File: src/lj_pair_force_accumulator_core_assert.svh
// ----------------------------------------------------------------------------
// Assertion macros for the pair force accumulator
// Clocked assertion helpers for the module that carries checks.
// ----------------------------------------------------------------------------
`ifndef LJ_PAIR_FORCE_ACCUMULATOR_CORE_ASSERT_SVH
`define LJ_PAIR_FORCE_ACCUMULATOR_CORE_ASSERT_SVH

// Checked only outside reset.
`define LJPF_ASSERT_CLK(lbl, prop) \
  lbl: assert property (@(posedge clk_i) disable iff (!rst_ni) prop) \
    else $error("ljpf assertion failed");

// Checked at every edge, reset included.
`define LJPF_ASSERT_ALL(lbl, prop) \
  lbl: assert property (@(posedge clk_i) prop) \
    else $error("ljpf assertion failed");

`endif

File: src/ljpf_pkg.sv
// ----------------------------------------------------------------------------
// Pair force accumulator package
// Shared constants, the queued pair type and the periodic image function.
// ----------------------------------------------------------------------------
package ljpf_pkg;

  localparam int FracBitsDef  = 16;
  localparam int SumWidthDef  = 40;
  localparam int CfgWidth     = 31;
  localparam int CoordWidth   = 32;
  localparam int FifoDepth    = 2;

  localparam logic [CfgWidth-1:0] BoxReset = 31'd6658458;
  localparam logic [CfgWidth-1:0] CutReset = 31'd183914;
  localparam logic [CfgWidth-1:0] MinReset = 31'd72370;

  localparam logic [1:0] RegBox = 2'd0;
  localparam logic [1:0] RegCut = 2'd1;
  localparam logic [1:0] RegMin = 2'd2;

  localparam logic [63:0] SatMax  = 64'hFFFF_FFFF_FFFF_FFFF;
  localparam logic [63:0] GainLim = 64'h0AAA_AAAA_AAAA_AAAA;

  // One classified pair: image magnitudes, image signs and flags.
  typedef struct packed {
    logic [2:0][31:0] mag;
    logic [2:0]       pos;
    logic             skip;
    logic             last;
  } pair_t;

  function automatic logic [33:0] mag34(input logic signed [33:0] v);
    mag34 = v[33] ? 34'(-v) : 34'(v);
  endfunction

  function automatic logic signed [33:0] nearest_image(input logic signed [32:0] d,
                                                       input logic [CfgWidth-1:0] len);
    logic signed [33:0] dz;
    logic signed [33:0] dm;
    logic signed [33:0] dp;
    logic signed [33:0] best;
    dz = 34'(d);
    dm = dz - $signed({3'b000, len});
    dp = dz + $signed({3'b000, len});
    best = dm;
    if (mag34(dz) < mag34(best)) best = dz;
    if (mag34(dp) < mag34(best)) best = dp;
    nearest_image = best;
  endfunction

endpackage

File: src/ljpf_front.sv
// ----------------------------------------------------------------------------
// Pair front end
// Forms the nearest periodic image of each pair and flags pairs out of range.
// ----------------------------------------------------------------------------
module ljpf_front (
  input  logic [5:0][ljpf_pkg::CoordWidth-1:0] pos_i,
  input  logic                                 last_i,
  input  logic [ljpf_pkg::CfgWidth-1:0]        box_i,
  input  logic [ljpf_pkg::CfgWidth-1:0]        cut_i,
  output ljpf_pkg::pair_t                      pair_o
);
  import ljpf_pkg::*;

  logic signed [32:0] diff [3];
  logic signed [33:0] img  [3];
  logic [33:0]        imag [3];
  logic [2:0]         far;

  always_comb begin
    for (int a = 0; a < 3; a++) begin
      diff[a] = 33'($signed(pos_i[3 + a])) - 33'($signed(pos_i[a]));
      img[a]  = nearest_image(diff[a], box_i);
      imag[a] = mag34(img[a]);
      far[a]  = imag[a] > {3'b000, cut_i};
      pair_o.mag[a] = imag[a][31:0];
      pair_o.pos[a] = !img[a][33] && (img[a] != '0);
    end
    pair_o.skip = |far;
    pair_o.last = last_i;
  end

endmodule

File: config.mk
export PLATFORM = sky130hd
export DESIGN_NAME = ljpf_front
export DESIGN_NICKNAME = d
export VERILOG_FILES = /design/src/lj_pair_force_accumulator_core_assert.svh /design/src/ljpf_pkg.sv /design/src/ljpf_front.sv
export SDC_FILE = /design/constraint.sdc
export NUM_CORES = 2
export LEC_CHECK = 0
export BUFFER_PORTS_ARGS = -buffer_cell sky130_fd_sc_hd__buf_2
export CAP_MARGIN = 0
export CORE_ASPECT_RATIO = 1.4
export CORE_MARGIN = 2
export CORE_UTILIZATION = 35
export DETAILED_ROUTE_END_ITERATION = 7
export SLEW_MARGIN = 5
export SYNTH_ARGS = -nofsm -noshare
export SYNTH_HDL_FRONTEND = slang
export SYNTH_SLANG_ARGS = --single-unit
export TNS_END_PERCENT = 100
File: constraint.sdc
create_clock -name vclk -period 19.4
set_clock_uncertainty 0.2 [all_clocks]
set_input_delay 2.91 -clock vclk [all_inputs]
set_output_delay 2.91 -clock vclk [all_outputs]
set_load 0.005 [all_outputs]
==> qor.txt <==
Yosys top cell by area: ha_1
Synth Area per Inst: 6.69 sq um
complex-gate fraction of the synthesized area: 29.6%
fin crit share: 102%
Distinct cells, synth: 111
top cell type's share of synthesized area: 20.1%
Cells after DPL: 9106
endpoint class of the critical path: primary output
register area share after synthesis: 0%
Core ar.: 110000 sq um
Comb pwr share: 100.0%
Vias: 53200
Synth area leaders: ha_1 (20%), xnor2_1 (8.9%), a21oi_1 (7.4%), xor2_1 (5.3%), nor2_1 (5.0%)
DR pass1 iterations: 6
clock buffers: 0
worst setup path endpoint: pair_o[1]
Crit path depth: 72
# rows: 144
layout cells sized above 1: 33.8%
IO buf count: 354
Finished Layout Cells: 9215
WL final: 221000 microns
CP Class: input pin to primary output
mux cell area share after synthesis: 3.18%
fin crit period: 19830 ps
max-cap viol count: 0
fmax: 0.0504 GHz
Final ANT Viol Nets: 0
XOR/XNOR Fraction of Synth Area: 14.2%
Clk network pwr share: 0%
P_sw: 5.21 mW
Synth top cells by count: ha_1 (622), a21oi_1 (573), nor2_1 (517), nand2_1 (467), xnor2_1 (395)
Peak VDD IR: 0.0959 mV
Worst Tran Pin Value: 1200 ps
switching share of power: 54.9%
routed len/inst: 24.0 microns
Post-DP HPWL: 193000 microns
Die Height: 398 microns
DIE AREA: 114000 sq um
Power Total: 9.49 mW
CP Max Fanout: 17
Reg power frac: 0%
Hold Violations, Final: 0
yosys warns: 0
origin of the worst setup path: pos_i[128]
IO Pins: 356
GPL Wtd Cong: 1.13
CP peak stage delay: 610 ps
Starting Density: 35.2%
vias in the first global route: 52300
Slowest cell on crit path: or4_4
RSZ-0062 raised after global routing: true
first-pass GRT wire length: 318000 microns
filler cell count: 11000
die width: 285 microns
crit path launch type: input pin
worst relative slew slack: 19.8%
WHS: 5620 ps
FFs & Latches: 0
Top delay family on crit path: simple AND/OR/NAND/NOR gates
largest net degree at the start of global routing: 37
Synth Area in Simple Gates: 26.9%
area of the multi-input gates: 39300 sq um
post-synthesis cell area: 38800 sq um
largest family of logic cells by synthesized area: compound AO/OA/AOI/OAI gates
cell with the most instances after synthesis: ha_1
Static Leak: 27.6 nW
Slew Viols, Final: 0
DRC errors left: 0
Post-Synth Adder-Cell Area: 20.5%
most used cell, CP: buf_4
final worst slack: -428 ps
Finished Cell Area: 58100 sq um
outcome: finished with violations
GRT Total Usage: 36.9%
fin nets: 8634
failing checks: setup timing
# setup viols final: 1
Layout Utilization: 52.8%
Final TNS setup: -428 ps
Cells after Synth: 5797
Internal Power: 4.28 mW
antenna violations before repair: 13
Hold Crit Class: input pin to primary output
Layout area overhead: 49.9%
dpl cell area: 54700 sq um
Reg area: 0 sq um
Critical Path AT: 16720 ps
P per Cell Area: 163 nW/um^2
routed vias/inst: 5.78
drt initial violations: 3874
WP buf/inv: 18
gr ovfl total: 0
WP data required: 16290 ps
DP Worst Slack: -2540 ps
-- logic make-up (layout without fill, tap and decap cells) --
kind of cell,Yosys count,in the layout
buffers and inverters,568,2506
and+or+nand+nor,2063,2064
muxes,120,120
adders and majority gates,631,631
xor gates and xnor gates,630,630
AOI/OAI and AO/OA,1783,1783
other,2,21
-- metal layers --
metal / up-vias / GRT usage [%] / wire, microns
met4: 10 / 30.3 / 22300
met2: 2052 / 64.5 / 104000
li1: 25200 / - / -
met1: 25300 / 40.0 / 81600
met3: 661 / 4.28 / 13200
met5: - / 0 / 69
-- worst min-delay path by stage --
stage | from | end | slack, ps | depth (start not counted)
after floorplan | last_i | pair_o[0] | 5700 | 1
after global placement | last_i | pair_o[0] | 5620 | 0
after detailed placement | last_i | pair_o[0] | 5620 | 0
after CTS | last_i | pair_o[0] | 5620 | 0
after global routing | last_i | pair_o[0] | 5620 | 0
final | last_i | pair_o[0] | 5620 | 0
-- power by group through the flow --
stage	logic [mW]	registers (mW)	clock network [mW]
global placement	8.59	0	0
detailed placement	8.64	0	0
global route	10.1	0	0.0000000276
floorplan	4.30	0	0
CTS	9.04	0	0
finish	9.49	0	0.0000000215
-- area by class of cell --
type               instances  share of cell area, %
repair buffers          2154                   26.9
multi-input cells       5240                   67.7
diodes                     9                 0.0387
inverters                352                   2.28
well taps               1460                   3.14
-- layout by cell type (no fill, tap or decap), drive strengths merged, types with 27 or more instances in the layout --
cell type,count
a211oi,86
a21boi,27
a21o,108
a21oi,573
a31oi,89
and2,81
and3,68
buf,2152
ha,622
inv,349
mux2i,97
nand2,468
nand2b,83
nand3,146
nand4,111
nor2,518
nor2b,100
nor3,166
nor3b,34
nor4,62
o211ai,76
o21a,65
o21ai,359
o21bai,37
o31ai,62
or2,42
or3,69
xnor2,395
xor2,235
-- what timing repair did --
| action | in CTS | in global routing |
|---|---|---|
| gates resized for setup | 316 | 186 |
| setup endpoints to repair | 27 | 1 |
| pin swaps | 146 | 144 |
| hold buffers | 0 | 0 |
| buffers inserted | 55 | 44 |
| gates cloned | 1 | 2 |
Power figures use the tool's default switching activity.
