**config.mk**
```make
export PLATFORM = sky130hd
export DESIGN_NAME = ljpf_fifo
export DESIGN_NICKNAME = d
export VERILOG_FILES = /design/src/lj_pair_force_accumulator_core_assert.svh /design/src/ljpf_pkg.sv /design/src/ljpf_fifo.sv
export SDC_FILE = /design/constraint.sdc
export NUM_CORES = 1
export LEC_CHECK = 0
export BUFFER_PORTS_ARGS = -buffer_cell sky130_fd_sc_hd__buf_2
export CAP_MARGIN = 10
export CORE_ASPECT_RATIO = 0.6
export CORE_MARGIN = 3
export CORE_UTILIZATION = 47
export DETAILED_ROUTE_END_ITERATION = 8
export PLACE_DENSITY = 0.73
export SKIP_LAST_GASP = 1
export SYNTH_ARGS = -nofsm -noshare
export SYNTH_HDL_FRONTEND = slang
export SYNTH_SLANG_ARGS = --single-unit
```
**constraint.sdc**
```tcl
create_clock -name clk_i -period 14.1 [get_ports clk_i]
set_clock_uncertainty 0.15 [all_clocks]
set_input_delay 2.82 -clock clk_i [delete_from_list [all_inputs] [get_ports clk_i]]
set_output_delay 2.82 -clock clk_i [all_outputs]
set_load 0.01 [all_outputs]
```
**src/lj_pair_force_accumulator_core_assert.svh**
```systemverilog
// ----------------------------------------------------------------------------
// Assertion macros for the pair force accumulator
// Clocked assertion helpers for the module that carries checks.
// ----------------------------------------------------------------------------
`ifndef LJ_PAIR_FORCE_ACCUMULATOR_CORE_ASSERT_SVH
`define LJ_PAIR_FORCE_ACCUMULATOR_CORE_ASSERT_SVH

// Checked only outside reset.
`define LJPF_ASSERT_CLK(lbl, prop) \
  lbl: assert property (@(posedge clk_i) disable iff (!rst_ni) prop) \
    else $error("ljpf assertion failed");

// Checked at every edge, reset included.
`define LJPF_ASSERT_ALL(lbl, prop) \
  lbl: assert property (@(posedge clk_i) prop) \
    else $error("ljpf assertion failed");

`endif

```
**src/ljpf_pkg.sv**
```systemverilog
// ----------------------------------------------------------------------------
// Pair force accumulator package
// Shared constants, the queued pair type and the periodic image function.
// ----------------------------------------------------------------------------
package ljpf_pkg;

  localparam int FracBitsDef  = 16;
  localparam int SumWidthDef  = 40;
  localparam int CfgWidth     = 31;
  localparam int CoordWidth   = 32;
  localparam int FifoDepth    = 2;

  localparam logic [CfgWidth-1:0] BoxReset = 31'd6658458;
  localparam logic [CfgWidth-1:0] CutReset = 31'd183914;
  localparam logic [CfgWidth-1:0] MinReset = 31'd72370;

  localparam logic [1:0] RegBox = 2'd0;
  localparam logic [1:0] RegCut = 2'd1;
  localparam logic [1:0] RegMin = 2'd2;

  localparam logic [63:0] SatMax  = 64'hFFFF_FFFF_FFFF_FFFF;
  localparam logic [63:0] GainLim = 64'h0AAA_AAAA_AAAA_AAAA;

  // One classified pair: image magnitudes, image signs and flags.
  typedef struct packed {
    logic [2:0][31:0] mag;
    logic [2:0]       pos;
    logic             skip;
    logic             last;
  } pair_t;

  function automatic logic [33:0] mag34(input logic signed [33:0] v);
    mag34 = v[33] ? 34'(-v) : 34'(v);
  endfunction

  function automatic logic signed [33:0] nearest_image(input logic signed [32:0] d,
                                                       input logic [CfgWidth-1:0] len);
    logic signed [33:0] dz;
    logic signed [33:0] dm;
    logic signed [33:0] dp;
    logic signed [33:0] best;
    dz = 34'(d);
    dm = dz - $signed({3'b000, len});
    dp = dz + $signed({3'b000, len});
    best = dm;
    if (mag34(dz) < mag34(best)) best = dz;
    if (mag34(dp) < mag34(best)) best = dp;
    nearest_image = best;
  endfunction

endpackage

```
**src/ljpf_fifo.sv**
```systemverilog
// ----------------------------------------------------------------------------
// Pair queue
// Two-entry queue that decouples the front end from the force sequencer.
// ----------------------------------------------------------------------------
module ljpf_fifo (
  input  logic            clk_i,
  input  logic            rst_ni,
  input  logic            push_i,
  input  ljpf_pkg::pair_t data_i,
  input  logic            pop_i,
  output ljpf_pkg::pair_t data_o,
  output logic [1:0]      count_o
);
  import ljpf_pkg::*;

  pair_t      mem_q [FifoDepth];
  logic       wr_q, wr_d;
  logic       rd_q, rd_d;
  logic [1:0] cnt_q, cnt_d;

  always_comb begin
    wr_d  = push_i ? !wr_q : wr_q;
    rd_d  = pop_i ? !rd_q : rd_q;
    cnt_d = cnt_q + 2'(push_i) - 2'(pop_i);
  end

  always_ff @(posedge clk_i or negedge rst_ni) begin
    if (!rst_ni) begin
      wr_q  <= 1'b0;
      rd_q  <= 1'b0;
      cnt_q <= 2'd0;
    end else begin
      wr_q  <= wr_d;
      rd_q  <= rd_d;
      cnt_q <= cnt_d;
    end
  end

  always_ff @(posedge clk_i) begin
    if (push_i) begin
      mem_q[wr_q] <= data_i;
    end
  end

  assign data_o  = mem_q[rd_q];
  assign count_o = cnt_q;

endmodule

```
==> qor.log, run 1 <==
[sta] relative slew slack 38.4%
[power] combinational share of power 29.2%
[run_status] status complete, no violations
[yosys] most instantiated library cell after synthesis sky130_fd_sc_hd__edfxtp_1
[layout] fillcell total 1152
[floorplanning] overall die area 18200 um2
[global_route] largest net degree at the start of global routing 53
[cts] H-tree depth 1
[route] Antenna Violating Nets Remaining 0
[layout] count of nets after finishing 655
[yosys] mean post-synth cell area 23.8 um2
[cts] CTS root buf sky130_fd_sc_hd__clkbuf_16
[yosys] number of nets in the synthesized netlist 434
[sta] Tightest Pin Transition 0.924 ns
[yosys] number of enable-type register cells in the synthesized netlist 202
[yosys] leading post-synthesis cells by instance count sky130_fd_sc_hd__edfxtp_1 (202), sky130_fd_sc_hd__mux2_4 (80), sky130_fd_sc_hd__mux2_2 (21), sky130_fd_sc_hd__buf_6 (8), sky130_fd_sc_hd__dfrtp_1 (4)
[cts] buffers inserted by post-CTS timing repair 0
[power] share of total power in the clock network 25.8%
[yosys] area of the mapped netlist 7800 um2
[cts] CTS resizes 0
[setup_path] data required time at the worst endpoint 11.13 ns
[layout] growth of design area from synthesis to finish 23.9%
[hold_path] type of the most critical hold path flop to flop
[cts] CTS tree built
[cts] Clock Sink Count 206
[yosys] share of synthesized flip-flops with an asynchronous set or reset 1.94%
[sta] final-layout setup total negative slack 0 ns
[route] per-cell via count in the routed design 4.84
[sta] minimum clock period after layout 5.88 ns
[route] drt total wl 14300 um
[sta] setup repair after global routing missed its margin no
[power] net switching component of the power 0.536 mW
[power] internal power 1.42 mW
[yosys] number of synthesized register bits 206
[floorplanning] Die X 172 um
[floorplanning] Site Rows 35
[placed_design] GP Congestion 0.756
[layout] layout cell share with drive strength beyond 1 61.0%
[yosys] leading post-synthesis cells by cell area sky130_fd_sc_hd__edfxtp_1 (78%), sky130_fd_sc_hd__mux2_4 (15%), sky130_fd_sc_hd__mux2_2 (3.0%)
[global_route] residual overflow from global routing 0
[floorplanning] Die H 106 um
[power] switching share of total power 27.5%
[sta] highest attainable clock frequency 0.170 GHz
[yosys] top-area cell type share of the netlist area 77.8%
[yosys] most common flop cell mapped by yosys sky130_fd_sc_hd__edfxtp_1
[yosys] part of the Yosys area used for sequential elements 79.1%
[power] P per Cell Area 202 nW/um2
[route] violation count after the first detailed-routing iteration 231
[setup_path] critical path peak fanout 52
[cts] Max Buffers Root-to-Sink 3
[global_route] wire length of the first global-routing pass 21500 um
[global_route] vias in the first global route 3971
[global_route] GRT Util Overall 15.3%
[cts] clock-pin slew reported for the worst setup and hold paths after clock tree synthesis 0.06 ns
[layout] end-of-flow core utilization 61.1%
[floorplanning] Ports 208
[route] router iterations before antenna repair 4
[sta] final setup vio count 0
[setup_path] critical path capture point type output pin
[power] Max rail drop VDD 0.000130 V
[yosys] Synthesis Warnings 0
[yosys] cell type contributing the most total cell area after synthesis sky130_fd_sc_hd__edfxtp_1
[power] portion of total power attributed to sequential cells 45.0%
[yosys] Mapped Cells 327
[placed_design] Buffers on Ports 207
[yosys] count of unique library cells instantiated by Yosys 13
[placed_design] total half-perimeter wirelength after legalization and detailed placement 9830 um
[setup_path] critical setup path kind flop to output pin
[sta] max-slew violation count 0
[floorplanning] initial core utilization 49.3%
[route] DRC errors left 0
[route] wire per inst 18.2 um
[route] routed vias 3785
[sta] share of the cycle needed by the critical path after routing 41.7%
[cts] hold-fix buffers at CTS 0
[sta] total count of hold-check failures in the final report 0
[cts] later-pin clock latency in the skew report 0.47 ns
[floorplanning] area of the placeable core 15800 um2
[setup_path] Startpoint Class flop
[cts] total clock buffers created by CTS 19
[power] Leakage 3.87 nW
[job] max cap viols 0
[setup_path] WP data arrival 2.91 ns
[global_route] initial antenna violation count 3
layout by cell type (no fill, tap or decap), types with 2 or more instances in the layout:
cell                        count
sky130_fd_sc_hd__xor2_1         2
sky130_fd_sc_hd__mux2_4        80
sky130_fd_sc_hd__buf_2        207
sky130_fd_sc_hd__clkinv_1       2
sky130_fd_sc_hd__dfrtp_1        3
sky130_fd_sc_hd__inv_1          2
sky130_fd_sc_hd__edfxtp_1     202
sky130_fd_sc_hd__mux2_2        21
sky130_fd_sc_hd__clkinv_2       3
sky130_fd_sc_hd__clkbuf_16     19
sky130_fd_sc_hd__clkbuf_1       4
sky130_fd_sc_hd__bufinv_16      3
sky130_fd_sc_hd__ha_1           2
sky130_fd_sc_hd__buf_4          4
worst max-delay path: stages (launching register included):
cell	delay (ns)
sky130_fd_sc_hd__dfrtp_4	1.00
sky130_fd_sc_hd__buf_4	0.86
sky130_fd_sc_hd__mux2_2	0.42
sky130_fd_sc_hd__buf_2	0.15
per-layer routing:
metal	GRT usage [%]	part of all wire, %	vias to the layer above
met2	23.8	45	176
met4	3.42	1.4	4
met5	0	0.19	-
li1	-	-	1740
met1	20.3	43	1841
met3	6.33	11	24
power groups by stage:
stage                     logic [mW]  registers, mW  clock network (mW)
final                          0.570          0.879               0.504
after global routing           0.614          0.893               0.546
after CTS                      0.581          0.883               0.519
after detailed placement       0.579          0.895                   0
after global placement         0.571          0.887                   0
after floorplan                0.428          0.863                   0
state kept, by name (all words and copies together), names as in the netlist:
| name | count |
|---|---|
| count_o | 2 |
| mem_q | 202 |
| wr_q | 1 |
| rd_q | 1 |
kinds of logic after synthesis:
logic type    count (synthesis)  share of synthesized area, %
mux                         101                          18.4
fa+ha+maj                     2                         0.321
simple gates                  2                         0.161
xor+xnor                      3                         0.530
buf+inv                      13                          1.48
flops                       206                          79.1
worst paths after layout:
path | startpoint | end | slack [ns] | cells past startpoint
max in group asynchronous | rst_ni | rd_q$_DFFE_PN0P_ | 11.68 | 1
min reg2reg | wr_q$_DFFE_PN0P_ | wr_q$_DFFE_PN0P_ | 0.40 | 1
min | wr_q$_DFFE_PN0P_ | wr_q$_DFFE_PN0P_ | 0.40 | 1
max | rd_q$_DFFE_PN0P_ | data_o[95] | 8.22 | 3
max reg2reg | rd_q$_DFFE_PN0P_ | rd_q$_DFFE_PN0P_ | 11.79 | 2
min in group asynchronous | rst_ni | count_o[0]$_DFF_PN0_ | 1.99 | 1
metrics by stage:
step / cells / instance area, um2 / power [mW] / hold WS, ns / worst slack, ns
after floorplan: 327 / 7800 / 1.29 / 0.305 / 6.16
after detailed placement: 749 / 9050 / 1.47 / 0.397 / 8.65
after global routing: 782 / 9660 / 2.05 / 0.448 / 8.05
after global placement: 749 / 9050 / 1.46 / 0.378 / 8.69
final: 782 / 9660 / 1.95 / 0.395 / 8.22
after CTS: 781 / 9660 / 1.98 / 0.402 / 8.12
layout make-up:
class / count / area, um2 / share of cell area (%)
sequential: 206 / 6170 / 63.9
multi-input combinational: 108 / 1530 / 15.8
timing repair buffer: 211 / 1070 / 11.0
clock buffer: 23 / 490 / 5.08
tap: 222 / 278 / 2.88
clock inverter: 9 / 120 / 1.24
inverter: 2 / 7.51 / 0.0777
antenna: 1 / 2.50 / 0.0259
(Power assumes the default switching activity.)
==> inputs of run 2 (changes only) <==
--- a/config.mk
+++ b/config.mk
@@ -5,6 +5,7 @@
 export SDC_FILE = /design/constraint.sdc
 export NUM_CORES = 1
 export LEC_CHECK = 0
+export ABC_AREA = 1
 export BUFFER_PORTS_ARGS = -buffer_cell sky130_fd_sc_hd__buf_2
 export CAP_MARGIN = 10
 export CORE_ASPECT_RATIO = 0.6
==> constraint.sdc (replaced) <==
create_clock -name clk_i -period 5.6 [get_ports clk_i]
set_clock_uncertainty 0.15 [all_clocks]
set_input_delay 1.12 -clock clk_i [delete_from_list [all_inputs] [get_ports clk_i]]
set_output_delay 1.12 -clock clk_i [all_outputs]
set_load 0.01 [all_outputs]
==> qor.log, run 2 <==
[run_status] status complete, no violations
[layout] count of nets after finishing 866 [+32%]
[yosys] part of the Yosys area used for sequential elements 80.5% [+1.4 points]
[route] violation count after the first detailed-routing iteration 327 [+42%]
[global_route] vias in the first global route 4419 [+11%]
[sta] final-layout setup total negative slack 0 ns [unchanged]
[yosys] proportion of synthesized area in mux cells 0% [-18 points]
[layout] fillcell total 1189 [+3.2%]
[yosys] count of unique library cells instantiated by Yosys 14 [+1]
[setup_path] Critical Path Sink data_o[95]
[yosys] number of nets in the synthesized netlist 657 [+51%]
[setup_path] number of cells on the worst reg-to-reg path 3 [+1]
[cts] CTS root buf sky130_fd_sc_hd__clkbuf_16
[cts] total clock buffers created by CTS 19 [unchanged]
[sta] minimum clock period after layout 3.63 ns
[yosys] number of synthesized register bits 206 [unchanged]
[layout] final instance count without filler cells 976 [+25%]
[cts] buffers inserted by post-CTS timing repair 0 [unchanged]
[sta] Worst Hold Slack 0.286 ns [-0.110 ns]
[yosys] post-synthesis simple-gate area fraction 5.36% [+5.2 points]
[route] wire per inst 15.1 um [-17%]
[cts] hold-fix buffers at CTS 0 [unchanged]
[cts] clock-pin slew reported for the worst setup and hold paths after clock tree synthesis 0.06 ns [about the same]
[global_route] initial antenna violation count 0 [-3]
[setup_path] critical path capture point type output pin
[yosys] area share of xor/xnor cells in the synthesized design 0.229% [-0.30 points]
[global_route] wire length of the first global-routing pass 22500 um [+4.8%]
[placed_design] total half-perimeter wirelength after legalization and detailed placement 9890 um [+0.65%]
[power] Leakage 4.05 nW [+4.6%]
[power] Max rail drop VDD 0.000349 V [+170%]
[yosys] area of the mapped netlist 7660 um2 [-1.7%]
[setup_path] worst stage delay on the critical path 0.96 ns [-0.04 ns]
[placed_design] number of instances in the placed design 941 [+26%]
[setup_path] number of cells on the critical path 4 [+1]
[route] per-cell via count in the routed design 4.76 [-1.7%]
[yosys] leading post-synthesis cells by cell area sky130_fd_sc_hd__edfxtp_1 (79%), sky130_fd_sc_hd__o21ai_0 (6.6%), sky130_fd_sc_hd__inv_1 (5.3%)
[setup_path] critical path peak fanout 105 [+100%]
[cts] CTS tree built
[route] routed vias 4643 [+23%]
[global_route] GRT Util Overall 15.8% [+0.48 points]
[floorplanning] Die H 105 um [-0.81%]
[yosys] most instantiated library cell after synthesis sky130_fd_sc_hd__edfxtp_1
[yosys] combinational family with the most area after synthesis buffers and inverters
[cts] later-pin clock latency in the skew report 0.48 ns [about the same]
[sta] setup repair after global routing missed its margin no
[yosys] share of synthesized cell area in full adder, half adder and majority cells 0.327% [+0.0056 points]
[yosys] Synthesis Warnings 0 [unchanged]
[route] Antenna Violating Nets Remaining 0 [unchanged]
[setup_path] worst-case register-to-register setup slack 3.35 ns [-8.44 ns]
[floorplanning] Ports 208 [unchanged]
[route] router iterations before antenna repair 4 [unchanged]
[yosys] most common flop cell mapped by yosys sky130_fd_sc_hd__edfxtp_1
[yosys] Mapped Cells 550 [+68%]
[yosys] leading post-synthesis cells by instance count sky130_fd_sc_hd__edfxtp_1 (202), sky130_fd_sc_hd__inv_1 (108), sky130_fd_sc_hd__nand2_1 (107), sky130_fd_sc_hd__o21ai_0 (101), sky130_fd_sc_hd__buf_2 (13)
[route] DRC errors left 0 [unchanged]
[layout] Sequential Area 6170 um2 [unchanged]
[sta] final setup vio count 0 [unchanged]
[cts] H-tree depth 1 [unchanged]
[hold_path] type of the most critical hold path input pin to asynchronous set/reset pin
[yosys] complex-gate fraction of the synthesized area 6.60% [+6.6 points]
[yosys] mean post-synth cell area 13.9 um2 [-42%]
[placed_design] Buffers on Ports 207 [unchanged]
[layout] flip-flop count of the largest register after layout 202 [unchanged]
[global_route] residual overflow from global routing 0 [unchanged]
[power] P per Cell Area 493 nW/um2 [+140%]
[setup_path] slowest stage cell on the critical path sky130_fd_sc_hd__dfrtp_4
[global_route] largest net degree at the start of global routing 106 [+100%]
[setup_path] WP data arrival 2.36 ns [-0.55 ns]
[sta] max-slew violation count 0 [unchanged]
[setup_path] critical register-to-register path startpoint wr_q$_DFFE_PN0P_
[layout] top library cells by usage in the layout, fill and taps aside sky130_fd_sc_hd__buf_2 (207), sky130_fd_sc_hd__edfxtp_1 (202), sky130_fd_sc_hd__inv_1 (107), sky130_fd_sc_hd__nand2_1 (107), sky130_fd_sc_hd__o21ai_0 (101)
[sta] highest attainable clock frequency 0.276 GHz
[sta] share of the cycle needed by the critical path after routing 64.7%
[layout] end-of-flow core utilization 60.5% [-0.64 points]
[floorplanning] Die X 171 um [-0.83%]
[sta] Tightest Pin Transition 0.922 ns [-0.00172 ns]
[placed_design] GP Congestion 0.825 [+9.2%]
[cts] CTS resizes 0 [unchanged]
[setup_path] largest delay contributor family on the critical path flip-flops
[floorplanning] overall die area 17900 um2 [-1.6%]
[job] max cap viols 0 [unchanged]
[sta] total count of hold-check failures in the final report 0 [unchanged]
[yosys] number of enable-type register cells in the synthesized netlist 202 [unchanged]
[floorplanning] initial core utilization 49.0% [-0.30 points]
[layout] Most flops, register mem_q
[setup_path] crit path cell chain buf_12 -> nand2_1 -> o21ai_0 -> buf_2
[floorplanning] Site Rows 35 [unchanged]
[setup_path] critical setup path kind flop to output pin
[yosys] share of synthesized flip-flops with an asynchronous set or reset 1.94% [unchanged]
[cts] Clock Sink Count 206 [unchanged]
[yosys] cell type contributing the most total cell area after synthesis sky130_fd_sc_hd__edfxtp_1
[sta] relative slew slack 38.5% [+0.11 points]
[yosys] top-area cell type share of the netlist area 79.2% [+1.4 points]
[setup_path] launch point of the worst path rd_q$_DFFE_PN0P_
[setup_path] FF-to-FF End mem_q[1][86]$_DFFE_PP_
[layout] growth of design area from synthesis to finish 23.3%
[layout] area of combinational cells with multiple inputs 966 um2 [-37%]
[layout] layout cell share with drive strength beyond 1 30.6% [-30 points]
[setup_path] data required time at the worst endpoint 4.33 ns [-6.80 ns]
[layout] most common cell after layout, fill and taps aside sky130_fd_sc_hd__buf_2
[cts] Max Buffers Root-to-Sink 3 [unchanged]
[setup_path] Worst Path Buf+Inv 2 [unchanged]
[route] drt total wl 14700 um [+3.0%]
[floorplanning] area of the placeable core 15600 um2 [-1.1%]
[setup_path] Startpoint Class flop
[run 2: stage by stage]
stage	power, mW	instance area [um2]	setup slack (ns)
2_1_floorplan	2.98	7670	1.25
3_3_place_gp	3.49	8880	2.53
3_5_place_dp	3.54	8880	2.50
4_1_cts	4.73	9450	1.98
5_1_grt	4.95	9450	1.79
6_report	4.66	9450	1.97
[run 2: how the worst min path moves through the flow]
stage | from | end | slack (ns) | cells after the start
finish | rst_ni | count_o[1]$_DFF_PN0_ | 0.29 | 1
global route | rst_ni | count_o[1]$_DFF_PN0_ | 0.26 | 1
detailed placement | wr_q$_DFFE_PN0P_ | wr_q$_DFFE_PN0P_ | 0.40 | 1
floorplan | wr_q$_DFFE_PN0P_ | wr_q$_DFFE_PN0P_ | 0.33 | 1
CTS | rst_ni | count_o[1]$_DFF_PN0_ | 0.26 | 1
global placement | wr_q$_DFFE_PN0P_ | wr_q$_DFFE_PN0P_ | 0.40 | 1
[run 2: kinds of logic after synthesis]
group / count (synthesis)
adder cells (fa/ha/maj): 2
AND/OR/NAND/NOR: 109
AO/OA/AOI/OAI: 101
flip-flops: 206
XOR/XNOR: 2
buffers and inverters: 130
[run 2: power breakdown]
group	total (mW)	switching (mW)	internal, mW	leakage (nW)
clock	1.18	0.510	0.670	0.277
combinational	1.27	0.828	0.446	1.83
sequential	2.20	0.156	2.05	1.94
total	4.66	1.49	3.16	4.05
[run 2: cell type report]
| class | instances | share of cell area [%] |
|---|---|---|
| sequential | 206 | 65.3 |
| timing repair buffer | 210 | 11.5 |
| tap | 203 | 2.69 |
| clock inverter | 12 | 0.874 |
| inverter | 108 | 4.32 |
| antenna | 1 | 0.0265 |
| clock buffer | 22 | 5.15 |
| multi-input combinational | 214 | 10.2 |
[run 2: metal layers]
metal / vias up / global-route usage (%) / share of wire, %
met2: 193 / 25.3 / 45
met5: - / 0 / 0
li1: 2272 / - / -
met4: 0 / 3.21 / 1.6
met3: 20 / 6.05 / 11
met1: 2158 / 20.8 / 42
